===== config.mk =====
export PLATFORM = sky130hd
export DESIGN_NAME = ordered_list_store_with_remove_min_top
export DESIGN_NICKNAME = d
export VERILOG_FILES = /design/src/hw/rtl/olsrm_pkg.sv /design/src/hw/rtl/ordered_list_store_with_remove_min_top.sv
export VERILOG_INCLUDE_DIRS = /design/src /design/src/hw/rtl
export SDC_FILE = /design/constraint.sdc
export NUM_CORES = 2
export LEC_CHECK = 0
export ABC_AREA = 1
export BUFFER_PORTS_ARGS = -buffer_cell sky130_fd_sc_hd__buf_2
export CORE_MARGIN = 3
export CORE_UTILIZATION = 30
export CTS_CLUSTER_SIZE = 30
export DETAILED_ROUTE_END_ITERATION = 6
export PLACE_DENSITY = 0.5
export SLEW_MARGIN = 5
export SYNTH_ARGS = -nofsm -noshare
export SYNTH_HDL_FRONTEND = slang
export SYNTH_SLANG_ARGS = --single-unit
export TNS_END_PERCENT = 5

===== constraint.sdc =====
create_clock -name clk -period 10.8 [get_ports clk]
set_input_delay 2.16 -clock clk [delete_from_list [all_inputs] [get_ports clk]]
set_output_delay 2.16 -clock clk [all_outputs]
set_load 0.1 [all_outputs]

===== src/hw/rtl/ordered_list_store_with_remove_min_top_defines.svh =====
// Assertion macros for the ordered list store.
// Define NO_ASSERTIONS to compile them out.
`ifndef ORDERED_LIST_STORE_WITH_REMOVE_MIN_TOP_DEFINES_SVH
`define ORDERED_LIST_STORE_WITH_REMOVE_MIN_TOP_DEFINES_SVH

`ifndef NO_ASSERTIONS
// same-cycle implication, clocked on clk, quiet in reset
`define OLSRM_ASSERT_NOW(lbl, cond, conseq, msg) \
  lbl: assert property (@(posedge clk) disable iff (rst) (cond) |-> (conseq)) \
    else $error(msg);
// next-cycle implication
`define OLSRM_ASSERT_NEXT(lbl, cond, conseq, msg) \
  lbl: assert property (@(posedge clk) disable iff (rst) (cond) |=> (conseq)) \
    else $error(msg);
`else
`define OLSRM_ASSERT_NOW(lbl, cond, conseq, msg)
`define OLSRM_ASSERT_NEXT(lbl, cond, conseq, msg)
`endif

`endif


===== src/hw/rtl/olsrm_pkg.sv =====
`default_nettype none

package olsrm_pkg;

  // fixed field widths of the word ports
  localparam int REQ_W  = 3;
  localparam int STAT_W = 3;
  localparam int IDX_W  = 7;

  typedef enum logic [REQ_W-1:0] {
    REQ_INSERT_AT  = 3'd0,
    REQ_INSERT_ORD = 3'd1,
    REQ_DELETE_AT  = 3'd2,
    REQ_SEARCH     = 3'd3,
    REQ_REMOVE_MIN = 3'd4,
    REQ_TRAVERSE   = 3'd5
  } req_t;

  typedef enum logic [STAT_W-1:0] {
    ST_OK        = 3'd0,
    ST_EMPTY     = 3'd1,
    ST_FULL      = 3'd2,
    ST_NOT_FOUND = 3'd3,
    ST_BAD_POS   = 3'd4
  } status_t;

  typedef enum logic [3:0] {
    S_IDLE,
    S_FIND,
    S_SHIFT,
    S_DEL,
    S_MIN,
    S_PACK,
    S_TRAV,
    S_EMIT
  } state_t;

endpackage

`default_nettype wire


===== src/hw/rtl/ordered_list_store_with_remove_min_top.sv =====
// Bounded list of up to CAPACITY signed values held packed from index 0 in one
// synchronous RAM (one write port, one read port, read data registered). A
// request is taken only while the sequencer is idle; the result word sits in an
// output register, so a new request may be taken while it waits. The RAM is
// walked one entry per cycle while a traverse is not stalled by the result side.
// insert_ordered is a search pass that stops at the insertion point plus the
// shift; remove_min is a minimum pass and a compaction pass. No clearing pass
// after reset: only entries below the count are ever read. Request types 6 and
// 7 are dropped.
`default_nettype none

module ordered_list_store_with_remove_min_top #(
  parameter int CAPACITY    = 64,
  parameter int VALUE_WIDTH = 32
) (
  input  logic                          clk,
  input  logic                          rst,
  // request channel
  input  logic                          in_valid,
  output logic                          in_ready,
  input  logic [olsrm_pkg::REQ_W-1:0]   req_type,
  input  logic signed [VALUE_WIDTH-1:0] item_value,
  input  logic [olsrm_pkg::IDX_W-1:0]   position,
  // result channel
  output logic                          out_valid,
  input  logic                          out_ready,
  output logic [olsrm_pkg::STAT_W-1:0]  status,
  output logic signed [VALUE_WIDTH-1:0] result_value,
  output logic [olsrm_pkg::IDX_W-1:0]   result_index,
  output logic [olsrm_pkg::IDX_W-1:0]   removed_count,
  output logic [olsrm_pkg::IDX_W-1:0]   list_count,
  output logic                          last
);
  import olsrm_pkg::*;

`include "ordered_list_store_with_remove_min_top_defines.svh"

  localparam int AW = (CAPACITY > 1) ? $clog2(CAPACITY) : 1;
  localparam int CW = $clog2(CAPACITY + 1);

  // element store
  logic [VALUE_WIDTH-1:0] mem [CAPACITY];
  logic                   re, we;
  logic [AW-1:0]          raddr, waddr;
  logic [VALUE_WIDTH-1:0] wdata, rdata;

  // control and working registers
  state_t                 state, state_next;
  logic [CW-1:0]          count, count_next;
  req_t                   op, op_next;
  logic [VALUE_WIDTH-1:0] val, val_next;
  logic [AW-1:0]          pos, pos_next;
  logic [CW-1:0]          ptr, ptr_next;
  logic                   dv;
  logic [AW-1:0]          didx;
  logic [VALUE_WIDTH-1:0] minv, minv_next;
  logic [CW-1:0]          wj, wj_next;

  // pending single result
  status_t                rstat, rstat_next;
  logic [VALUE_WIDTH-1:0] rval, rval_next;
  logic [AW-1:0]          ridx, ridx_next;
  logic [CW-1:0]          rrem, rrem_next;

  // output word load
  logic                   out_load, out_free;
  status_t                ld_stat;
  logic [VALUE_WIDTH-1:0] ld_val;
  logic [AW-1:0]          ld_idx;
  logic [CW-1:0]          ld_rem;
  logic                   ld_last;

  // request decode
  status_t                dec_stat;
  state_t                 dec_state;

  // shared conditions
  logic [IDX_W-1:0]       n7;
  logic                   full, empty, more, drained, hit, hit_v, last_elem;
  logic [CW-1:0]          ptr_m1;

  assign in_ready  = (state == S_IDLE);
  assign out_free  = !out_valid || out_ready;
  assign n7        = IDX_W'(count);
  assign full      = (count == CW'(CAPACITY));
  assign empty     = (count == '0);
  assign more      = (ptr < count);
  assign drained   = !dv && !more;
  assign ptr_m1    = ptr - CW'(1);
  assign hit       = (op == REQ_SEARCH) ? (rdata == val)
                                        : ($signed(rdata) >= $signed(val));
  assign hit_v     = dv && hit;
  assign last_elem = ((CW'(didx) + CW'(1)) == count);

  // decode of an incoming request
  always_comb begin
    dec_stat  = ST_OK;
    dec_state = S_IDLE;
    unique case (req_t'(req_type))
      REQ_INSERT_AT: begin
        if (full) begin
          dec_stat  = ST_FULL;
          dec_state = S_EMIT;
        end else if (position > n7) begin
          dec_stat  = ST_BAD_POS;
          dec_state = S_EMIT;
        end else begin
          dec_state = S_SHIFT;
        end
      end
      REQ_INSERT_ORD: begin
        if (full) begin
          dec_stat  = ST_FULL;
          dec_state = S_EMIT;
        end else begin
          dec_state = S_FIND;
        end
      end
      REQ_DELETE_AT: begin
        if (empty) begin
          dec_stat  = ST_EMPTY;
          dec_state = S_EMIT;
        end else if (position >= n7) begin
          dec_stat  = ST_BAD_POS;
          dec_state = S_EMIT;
        end else begin
          dec_state = S_DEL;
        end
      end
      REQ_SEARCH: begin
        dec_state = S_FIND;
      end
      REQ_REMOVE_MIN: begin
        if (empty) begin
          dec_stat  = ST_EMPTY;
          dec_state = S_EMIT;
        end else begin
          dec_state = S_MIN;
        end
      end
      REQ_TRAVERSE: begin
        if (empty) begin
          dec_stat  = ST_EMPTY;
          dec_state = S_EMIT;
        end else begin
          dec_state = S_TRAV;
        end
      end
      default: begin
        dec_state = S_IDLE;
      end
    endcase
  end

  // next state
  always_comb begin
    state_next = state;
    unique case (state)
      S_IDLE: begin
        if (in_valid) state_next = dec_state;
      end
      S_FIND: begin
        if (hit_v || drained) state_next = (op == REQ_SEARCH) ? S_EMIT : S_SHIFT;
      end
      S_SHIFT: begin
        if (!(ptr > CW'(pos)) && !dv) state_next = S_EMIT;
      end
      S_DEL: begin
        if (drained) state_next = S_EMIT;
      end
      S_MIN: begin
        if (drained) state_next = S_PACK;
      end
      S_PACK: begin
        if (drained) state_next = S_EMIT;
      end
      S_TRAV: begin
        if (dv && out_free && last_elem) state_next = S_IDLE;
      end
      S_EMIT: begin
        if (out_free) state_next = S_IDLE;
      end
      default: state_next = S_IDLE;
    endcase
  end

  // datapath, RAM ports and output word
  always_comb begin
    re         = 1'b0;
    we         = 1'b0;
    raddr      = ptr[AW-1:0];
    waddr      = didx;
    wdata      = rdata;
    count_next = count;
    op_next    = op;
    val_next   = val;
    pos_next   = pos;
    ptr_next   = ptr;
    minv_next  = minv;
    wj_next    = wj;
    rstat_next = rstat;
    rval_next  = rval;
    ridx_next  = ridx;
    rrem_next  = rrem;
    out_load   = 1'b0;
    ld_stat    = rstat;
    ld_val     = rval;
    ld_idx     = ridx;
    ld_rem     = rrem;
    ld_last    = 1'b1;
    unique case (state)
      S_IDLE: begin
        if (in_valid) begin
          op_next    = req_t'(req_type);
          val_next   = item_value;
          pos_next   = position[AW-1:0];
          rstat_next = dec_stat;
          rval_next  = '0;
          ridx_next  = '0;
          rrem_next  = '0;
          if (dec_state == S_SHIFT) begin
            ptr_next = count;
          end else if (dec_state == S_DEL) begin
            ptr_next = position[CW-1:0];
          end else begin
            ptr_next = '0;
          end
        end
      end
      // walk from the head until a hit or the end
      S_FIND: begin
        if (hit_v) begin
          if (op == REQ_SEARCH) begin
            rstat_next = ST_OK;
            rval_next  = rdata;
            ridx_next  = didx;
          end else begin
            pos_next = didx;
            ptr_next = count;
          end
        end else if (drained) begin
          if (op == REQ_SEARCH) begin
            rstat_next = ST_NOT_FOUND;
          end else begin
            pos_next = count[AW-1:0];
            ptr_next = count;
          end
        end else if (more) begin
          re       = 1'b1;
          ptr_next = ptr + CW'(1);
        end
      end
      // open a gap at pos, moving the tail up one entry per cycle
      S_SHIFT: begin
        if (dv) begin
          we    = 1'b1;
          waddr = didx + AW'(1);
          wdata = rdata;
        end
        if (ptr > CW'(pos)) begin
          re       = 1'b1;
          raddr    = ptr_m1[AW-1:0];
          ptr_next = ptr_m1;
        end else if (!dv) begin
          we         = 1'b1;
          waddr      = pos;
          wdata      = val;
          count_next = count + CW'(1);
          rstat_next = ST_OK;
          ridx_next  = pos;
        end
      end
      // capture entry pos, then close the gap
      S_DEL: begin
        if (more) begin
          re       = 1'b1;
          ptr_next = ptr + CW'(1);
        end
        if (dv) begin
          if (didx == pos) begin
            rval_next = rdata;
          end else begin
            we    = 1'b1;
            waddr = didx - AW'(1);
            wdata = rdata;
          end
        end
        if (drained) begin
          count_next = count - CW'(1);
          rstat_next = ST_OK;
          ridx_next  = pos;
          rrem_next  = CW'(1);
        end
      end
      // minimum pass
      S_MIN: begin
        if (more) begin
          re       = 1'b1;
          ptr_next = ptr + CW'(1);
        end
        if (dv && ((didx == '0) || ($signed(rdata) < $signed(minv)))) begin
          minv_next = rdata;
        end
        if (drained) begin
          ptr_next = '0;
          wj_next  = '0;
        end
      end
      // compaction pass, keeping every entry that differs from the minimum
      S_PACK: begin
        if (more) begin
          re       = 1'b1;
          ptr_next = ptr + CW'(1);
        end
        if (dv && (rdata != minv)) begin
          we      = 1'b1;
          waddr   = wj[AW-1:0];
          wdata   = rdata;
          wj_next = wj + CW'(1);
        end
        if (drained) begin
          count_next = wj;
          rstat_next = ST_OK;
          rval_next  = minv;
          ridx_next  = '0;
          rrem_next  = count - wj;
        end
      end
      // one word per entry; read data holds while the output is stalled
      S_TRAV: begin
        if (more && (!dv || out_free)) begin
          re       = 1'b1;
          ptr_next = ptr + CW'(1);
        end
        if (dv && out_free) begin
          out_load = 1'b1;
          ld_stat  = ST_OK;
          ld_val   = rdata;
          ld_idx   = didx;
          ld_rem   = '0;
          ld_last  = last_elem;
        end
      end
      S_EMIT: begin
        out_load = out_free;
      end
      default: begin
        re = 1'b0;
      end
    endcase
  end

  // element RAM
  always_ff @(posedge clk) begin
    if (we) mem[waddr] <= wdata;
    if (re) rdata <= mem[raddr];
  end

  // control registers
  always_ff @(posedge clk) begin
    if (rst) begin
      state     <= S_IDLE;
      count     <= '0;
      dv        <= 1'b0;
      out_valid <= 1'b0;
    end else begin
      state     <= state_next;
      count     <= count_next;
      dv        <= re || (dv && (state == S_TRAV) && !out_free);
      out_valid <= out_load || (out_valid && !out_ready);
    end
  end

  // working and payload registers
  always_ff @(posedge clk) begin
    op    <= op_next;
    val   <= val_next;
    pos   <= pos_next;
    ptr   <= ptr_next;
    minv  <= minv_next;
    wj    <= wj_next;
    rstat <= rstat_next;
    rval  <= rval_next;
    ridx  <= ridx_next;
    rrem  <= rrem_next;
    if (re) didx <= raddr;
    if (out_load) begin
      status        <= ld_stat;
      result_value  <= ld_val;
      result_index  <= IDX_W'(ld_idx);
      removed_count <= IDX_W'(ld_rem);
      list_count    <= IDX_W'(count_next);
      last          <= ld_last;
    end
  end

  // checks
  `OLSRM_ASSERT_NOW(a_count_bound, 1'b1, count <= CW'(CAPACITY), "count above capacity")
  `OLSRM_ASSERT_NOW(a_no_rw_clash, we && re, waddr != raddr, "read and write hit one entry")
  `OLSRM_ASSERT_NOW(a_count_at_end, count != count_next, state_next == S_EMIT,
                    "count moved outside the end of a request")
  `OLSRM_ASSERT_NEXT(a_trav_hold, (state == S_TRAV) && dv && !out_free, $stable(rdata),
                     "stalled traverse word lost")

endmodule

`default_nettype wire


# Word level (Yosys, flattened, before mapping)

Memory sizes are Yosys's and may differ from the RTL's. A register that Yosys moved wholly into a read port is not among the register bits.
Cells that the tools add are included.

Register bits after elaboration: 210
RAM bits: 2048
Input port bits: 46
Output and inout bits: 59
Logic and storage cells: 240
Memories: 1

Memories:

| name | depth | width | read ports | clocked after Yosys merged registers in | wr ports | RTL line                                     | source |
|---|---|---|---|---|---|---|---|
| mem  | 64    | 32    | 1          | 1                                       | 1        | ordered_list_store_with_remove_min_top.sv:42 | `logic [VALUE_WIDTH-1:0] mem [CAPACITY];` |

Add/subtract/negate cells: 9
Order comparisons: 6
Eq/ne operators: 40
Muxes and demuxes: 115
Reduce and logical (&&, ||, !) cells: 48

Operators by type and width:

| kind                | number |
|---|---|
| $mux 32             | 11 |
| $mux 7              | 21 |
| $mux 6              | 22 |
| $pmux 32 s4         | 1 |
| $mux 3              | 20 |
| $pmux 7 s3          | 2 |
| $pmux 7 s6          | 1 |
| $ne 2x2->1 const B  | 18 |
| $eq 32x32->1        | 1 |
| $ge 32x32->1        | 1 |
| $lt 32x32->1        | 1 |
| $ne 32x32->1        | 1 |
| $pmux 6 s5          | 1 |
| $mux 4              | 7 |
| $pmux 4 s7          | 1 |
| $pmux 3 s4          | 2 |
| $pmux 4 s6          | 1 |
| $add 7x1->7 const B | 3 |
| $reduce_and 7->1    | 3 |
| $pmux 6 s3          | 1 |
| $mux 1              | 17 |
| $eq 4x2->1 const B  | 4 |
| $eq 4x3->1 const B  | 4 |
| $pmux 7 s2          | 1 |
| other kinds (41)    | 73 |

# Logic depth before layout (Yosys ltp)

Depth after elaboration: 9
Depth in mapped cells: 22
Mapped depth without buffers: 22

# Least setup slack after synthesis

No wires, ideal clock.

Path kind: in2reg
From: in out_ready
To: reg last, enable pin
Library setup time: 0.549 ns
Arrival time: 6.230 ns
Data required time: 10.251 ns
Setup slack: 4.021 ns
Stages on the path: 2
Buffers on the path: 0
Cell sequence: nor2_1 o21ai_0

Longest elaborated chain between the ends: 4

Ends and longest elaborated chain:

| what                 | RTL line                                      | source |
|---|---|---|
| from (decl)          | ordered_list_store_with_remove_min_top.sv:26  | `input logic out_ready,` |
| $logic_or 1x1->1 *   | ordered_list_store_with_remove_min_top.sv:83  | `assign out_free = !out_valid \|\| out_ready;` |
| $logic_and 1x1->1    | ordered_list_store_with_remove_min_top.sv:335 | `if (dv && out_free) begin` |
| $mux 1               | ordered_list_store_with_remove_min_top.sv:335 |  |
| $pmux 1 s2 *         | ordered_list_store_with_remove_min_top.sv:211 | `unique case (state)` |
| via out_load         | ordered_list_store_with_remove_min_top.sv:66  | `logic out_load, out_free;` |
| to (signal assigned) | ordered_list_store_with_remove_min_top.sv:393 | `last <= ld_last;` |
| to (decl)            | ordered_list_store_with_remove_min_top.sv:32  | `output logic last` |

Mark *: on every way through the listed nets, which the timed path passes. The rest lies on a longest branch.
A chain may end at the register's enable or synchronous reset.

# Final worst setup path

From: reg ptr[5]
To: reg rdata[4] (read register of mem) (data pin)

Longest elaborated chain between the ends: 6
Elaborated cells between the ends (all ways): 14
Classes of those cells: add/sub: 1; order compare: 2; mux: 8; reduce/logical: 3

Ends and longest elaborated chain:

| what                   | RTL line                                      | source |
|---|---|---|
| from (decl)            | ordered_list_store_with_remove_min_top.sv:53  | `logic [CW-1:0] ptr, ptr_next;` |
| from (signal assigned) | ordered_list_store_with_remove_min_top.sv:379 | `ptr <= ptr_next;` |
| $lt 7x7->1             | ordered_list_store_with_remove_min_top.sv:87  | `assign more = (ptr < count);` |
| $logic_not 1->1        | ordered_list_store_with_remove_min_top.sv:88  | `assign drained = !dv && !more;` |
| $logic_and 1x1->1      | ordered_list_store_with_remove_min_top.sv:88  |  |
| $mux 1                 | ordered_list_store_with_remove_min_top.sv:241 | `end else if (drained) begin` |
| $mux 1                 | ordered_list_store_with_remove_min_top.sv:232 | `if (hit_v) begin` |
| $pmux 1 s4             | ordered_list_store_with_remove_min_top.sv:211 |  |
| to (decl)              | ordered_list_store_with_remove_min_top.sv:45  | `logic [VALUE_WIDTH-1:0] wdata, rdata;` |

Parallel ways exist; a longest one is shown, timed or not.

==> impl_metrics.json <==
{
  "drive_above_1_share_pct": 7.99,
  "placed_cells": 13660,
  "min_to": "result_value[7]",
  "critPathRequiredTime_ns": 11.46,
  "rows": 213,
  "yosys.area.top_type": "edfxtp_1",
  "initial_core_util_pct": 30.2,
  "cts_tree": "done",
  "fillerInstances": 33504,
  "cp-end-kind": "register",
  "synth_top_area_share_pct": 67.0,
  "synth.top_cells.by_count": "2,425 x nand2_1, 2,277 x edfxtp_1, 1,730 x nand3_1, 1,147 x inv_1, 514 x nand3b_1",
  "drt-total-wl_mm": 327,
  "crit_path_max_fanout": 88,
  "grt_pass1_wl_mm": 475,
  "hold_depth": 2,
  "insertion_delay_ns": 0.95,
  "period_share_pct": 59.8,
  "numPortBuffers": 103,
  "synth_enable_flop_cells": 2277,
  "critPathMaxStageDelay_ns": 0.90,
  "swShare_pct": 45.0,
  "period_needed_ns": 6.45,
  "utilization_pct": 34.4,
  "first_iter_violations": 7225,
  "synthToLayoutAreaGrowth_pct": 13.9,
  "dieArea_um2": 347000,
  "p_leak_nw": 44.6,
  "stdcell_count": 14123,
  "pwr-share-seq_pct": 33.3,
  "pwr-share-clk_pct": 22.5,
  "yosysUniqueCellTypes": 56,
  "place.gp.congestion": 0.867,
  "reg2reg_to": "rdata[4]",
  "drt-pass1-iter-count": 7,
  "status": "complete, no violations",
  "synth_most_common_cell": "nand2_1",
  "cp_num_buf_inv": 2,
  "cts_root_buffer": "clkbuf_16",
  "grt-ovfl-total": 0,
  "syn-instance-count": 9411,
  "p_int_mw": 20.9,
  "core-area_um2": 338000,
  "die_w_um": 589,
  "yosys_warnings": 0,
  "die_h_um": 589,
  "synth-main-ff-cell": "edfxtp_1",
  "cts.hold.buffers_added": 0,
  "crit_family": "simple AND/OR/NAND/NOR gates",
  "syn_nets": 9555,
  "ctsResizeCount": 0,
  "first_global_vias": 66877,
  "pwr-share-comb_pct": 44.2,
  "nNetsFinal": 9566,
  "multi_input_area_um2": 27400,
  "cts_inserted_buffers": 275,
  "ir_drop_mv": 0.336,
  "hp-class": "reg2reg",
  "ys_top_cells_by_area": "edfxtp_1 67%, nand2_1 8.9%, nand3_1 8.5%",
  "tightest_slew_ns": 1.22,
  "cp_slowest_cell": "buf_4",
  "reg2reg_slack_ns": 4.35,
  "p_switching_mw": 17.1,
  "synth_area_um2": 102000,
  "fin_skew_ns": 0.0707,
  "vias_per_cell": 4.96,
  "min_from": "rval[7]",
  "regArea_um2": 68600,
  "async_reset_ff_share_pct": 0,
  "ys_seq_area_share_pct": 67.2,
  "htree_levels": 5,
  "route.vias.total": 70075,
  "crit_arrival_ns": 7.12,
  "ant_nets": 0,
  "num_io_pins": 105,
  "grt_max_degree": 162,
  "setup_viol": 0,
  "antenna_found_initial": 10,
  "worstPathCellList": "ha_1 -> nand2_1 -> nor2_2 -> nand4_2 -> nand3_4 -> nand2_8 -> nand2_8 -> buf_4 -> buf_4 -> nand2_1 -> nand3_1 -> nand3_1 -> nand3_1 -> nand3_1 -> nand3_1 -> nand2_1",
  "cpMostUsedCell": "nand3_1",
  "drc_errors": 0,
  "synth_seq_cells": 2289,
  "post_cts_buffers": 0,
  "worstSetupStartpointType": "register",
  "maxCapViolations": 0,
  "slew_headroom_pct": 18.2,
  "dp_hpwl_mm": 171,
  "hold_violations": 0,
  "clockBufferDepth": 4,
  "drv_slew": 0,
  "max_freq_mhz": 155,
  "r2r_cells": 16,
  "reg2reg_from": "ptr[5]",
  "setup-tns-final_ns": 0,
  "critical_path_class": "reg2reg",
  "numClockSinks": 2289,
  "clk_pin_slew_ns": 0.07,
  "drt-wirelength-per-cell_um": 23.2,
  "rsz0062_at_grt": "false",
  "syn_area_per_cell_um2": 10.8,
  "power_density_nw_per_um2": 326,
  "grtUsageTotal_pct": 18.4
}
-- per-stage QoR --
| stage | setup slack, ns | hold WS [ns] | area, um^2 | total power, mW |
|---|---|---|---|---|
| floorplan | 4.02 | 0.426 | 102000 | 22.6 |
| global placement | 4.39 | 0.505 | 108000 | 29.3 |
| detailed placement | 4.42 | 0.512 | 108000 | 29.4 |
| CTS | 4.42 | 0.527 | 116000 | 38.0 |
| global route | 4.00 | 0.545 | 116000 | 39.9 |
| finish | 4.35 | 0.526 | 116000 | 37.9 |
-- worst register-to-register path: stages, from the launching register on --
cell      delay [ns]
edfxtp_1        0.53
ha_1            0.37
nand2_1         0.09
nor2_2          0.18
nand4_2         0.17
nand3_4         0.21
nand2_8         0.41
nand2_8         0.76
buf_4           0.91
buf_4           0.84
nand2_1         0.15
nand3_1         0.10
nand3_1         0.10
nand3_1         0.11
nand3_1         0.45
nand3_1         0.69
nand2_1         0.14
-- how the worst max path moves through the flow --
stage / start / end / slack (ns) / cells past startpoint
finish: ptr[5] / rdata[4] / 4.35 / 16
global route: ptr[5] / rdata[4] / 4.00 / 17
floorplan: out_ready / last / 4.02 / 2
detailed placement: ptr[5] / rdata[4] / 4.42 / 17
CTS: ptr[5] / rdata[4] / 4.42 / 17
global placement: ptr[5] / rdata[4] / 4.39 / 17
-- kinds of logic after synthesis --
family	Yosys count	synth area share, %
xor+xnor	26	0.223
simple gates	4933	22.5
compound gates	349	2.03
buf+inv	1715	6.81
flops	2289	67.2
fa+ha+maj	98	1.21
other cells	1	0.00367
-- power by group through the flow --
stage	Combinational [mW]	Clock, mW	Sequential, mW
6_report	16.8	8.54	12.6
5_1_grt	18.2	9.08	12.6
4_1_cts	16.7	8.73	12.6
3_5_place_dp	16.6	0	12.8
3_3_place_gp	16.6	0	12.8
2_1_floorplan	9.66	0	12.9
-- cell type report --
| cell class | count | share of cell area [%] |
|---|---|---|
| antenna | 11 | 0.0237 |
| tap | 4515 | 4.86 |
| inverter | 1169 | 3.80 |
| clock buffer | 359 | 6.31 |
| timing repair buffer | 280 | 1.72 |
| clock inverter | 93 | 0.633 |
| sequential | 2289 | 59.0 |
| multi-input combinational | 5407 | 23.6 |
-- per-layer routing --
layer	GRT usage, %	vias up	part of all wire (%)
met5	0	-	0
met4	5.57	0	2.8
met3	3.19	454	7.7
met2	28.6	2741	45
met1	26.1	34799	45
li1	-	32081	-
-- cells in the final DEF, fill, tap and decap left out, types with 24 or more instances in the layout --
cell       synthesis  layout
clkbuf_16          0     281
xor2_1            24      24
nand3_1         1730    1729
clkinv_1           6      51
ha_1              97      97
a21oi_1           63      63
nand3b_1         514     514
nand2_1         2425    2424
edfxtp_1        2277    2277
o21ai_0          155     121
nor2_4             5      70
inv_1           1147    1146
nor2_1           187     121
o21ai_4            0      37
o211ai_1          76      76
clkbuf_1         179      77
buf_2            279     103
buf_4             32     165
clkinv_2           0      26
-- registers in the layout, indices dropped and copies added (netlist names), 6 cells and up --
name,count
count,7
removed_count,7
didx,6
wj,7
pos,6
ptr,7
rrem,7
result_value,32
rdata,32
list_count,7
result_index,6
rval,32
val,32
mem,2048
ridx,6
minv,32
Power figures use the tool's default switching activity.
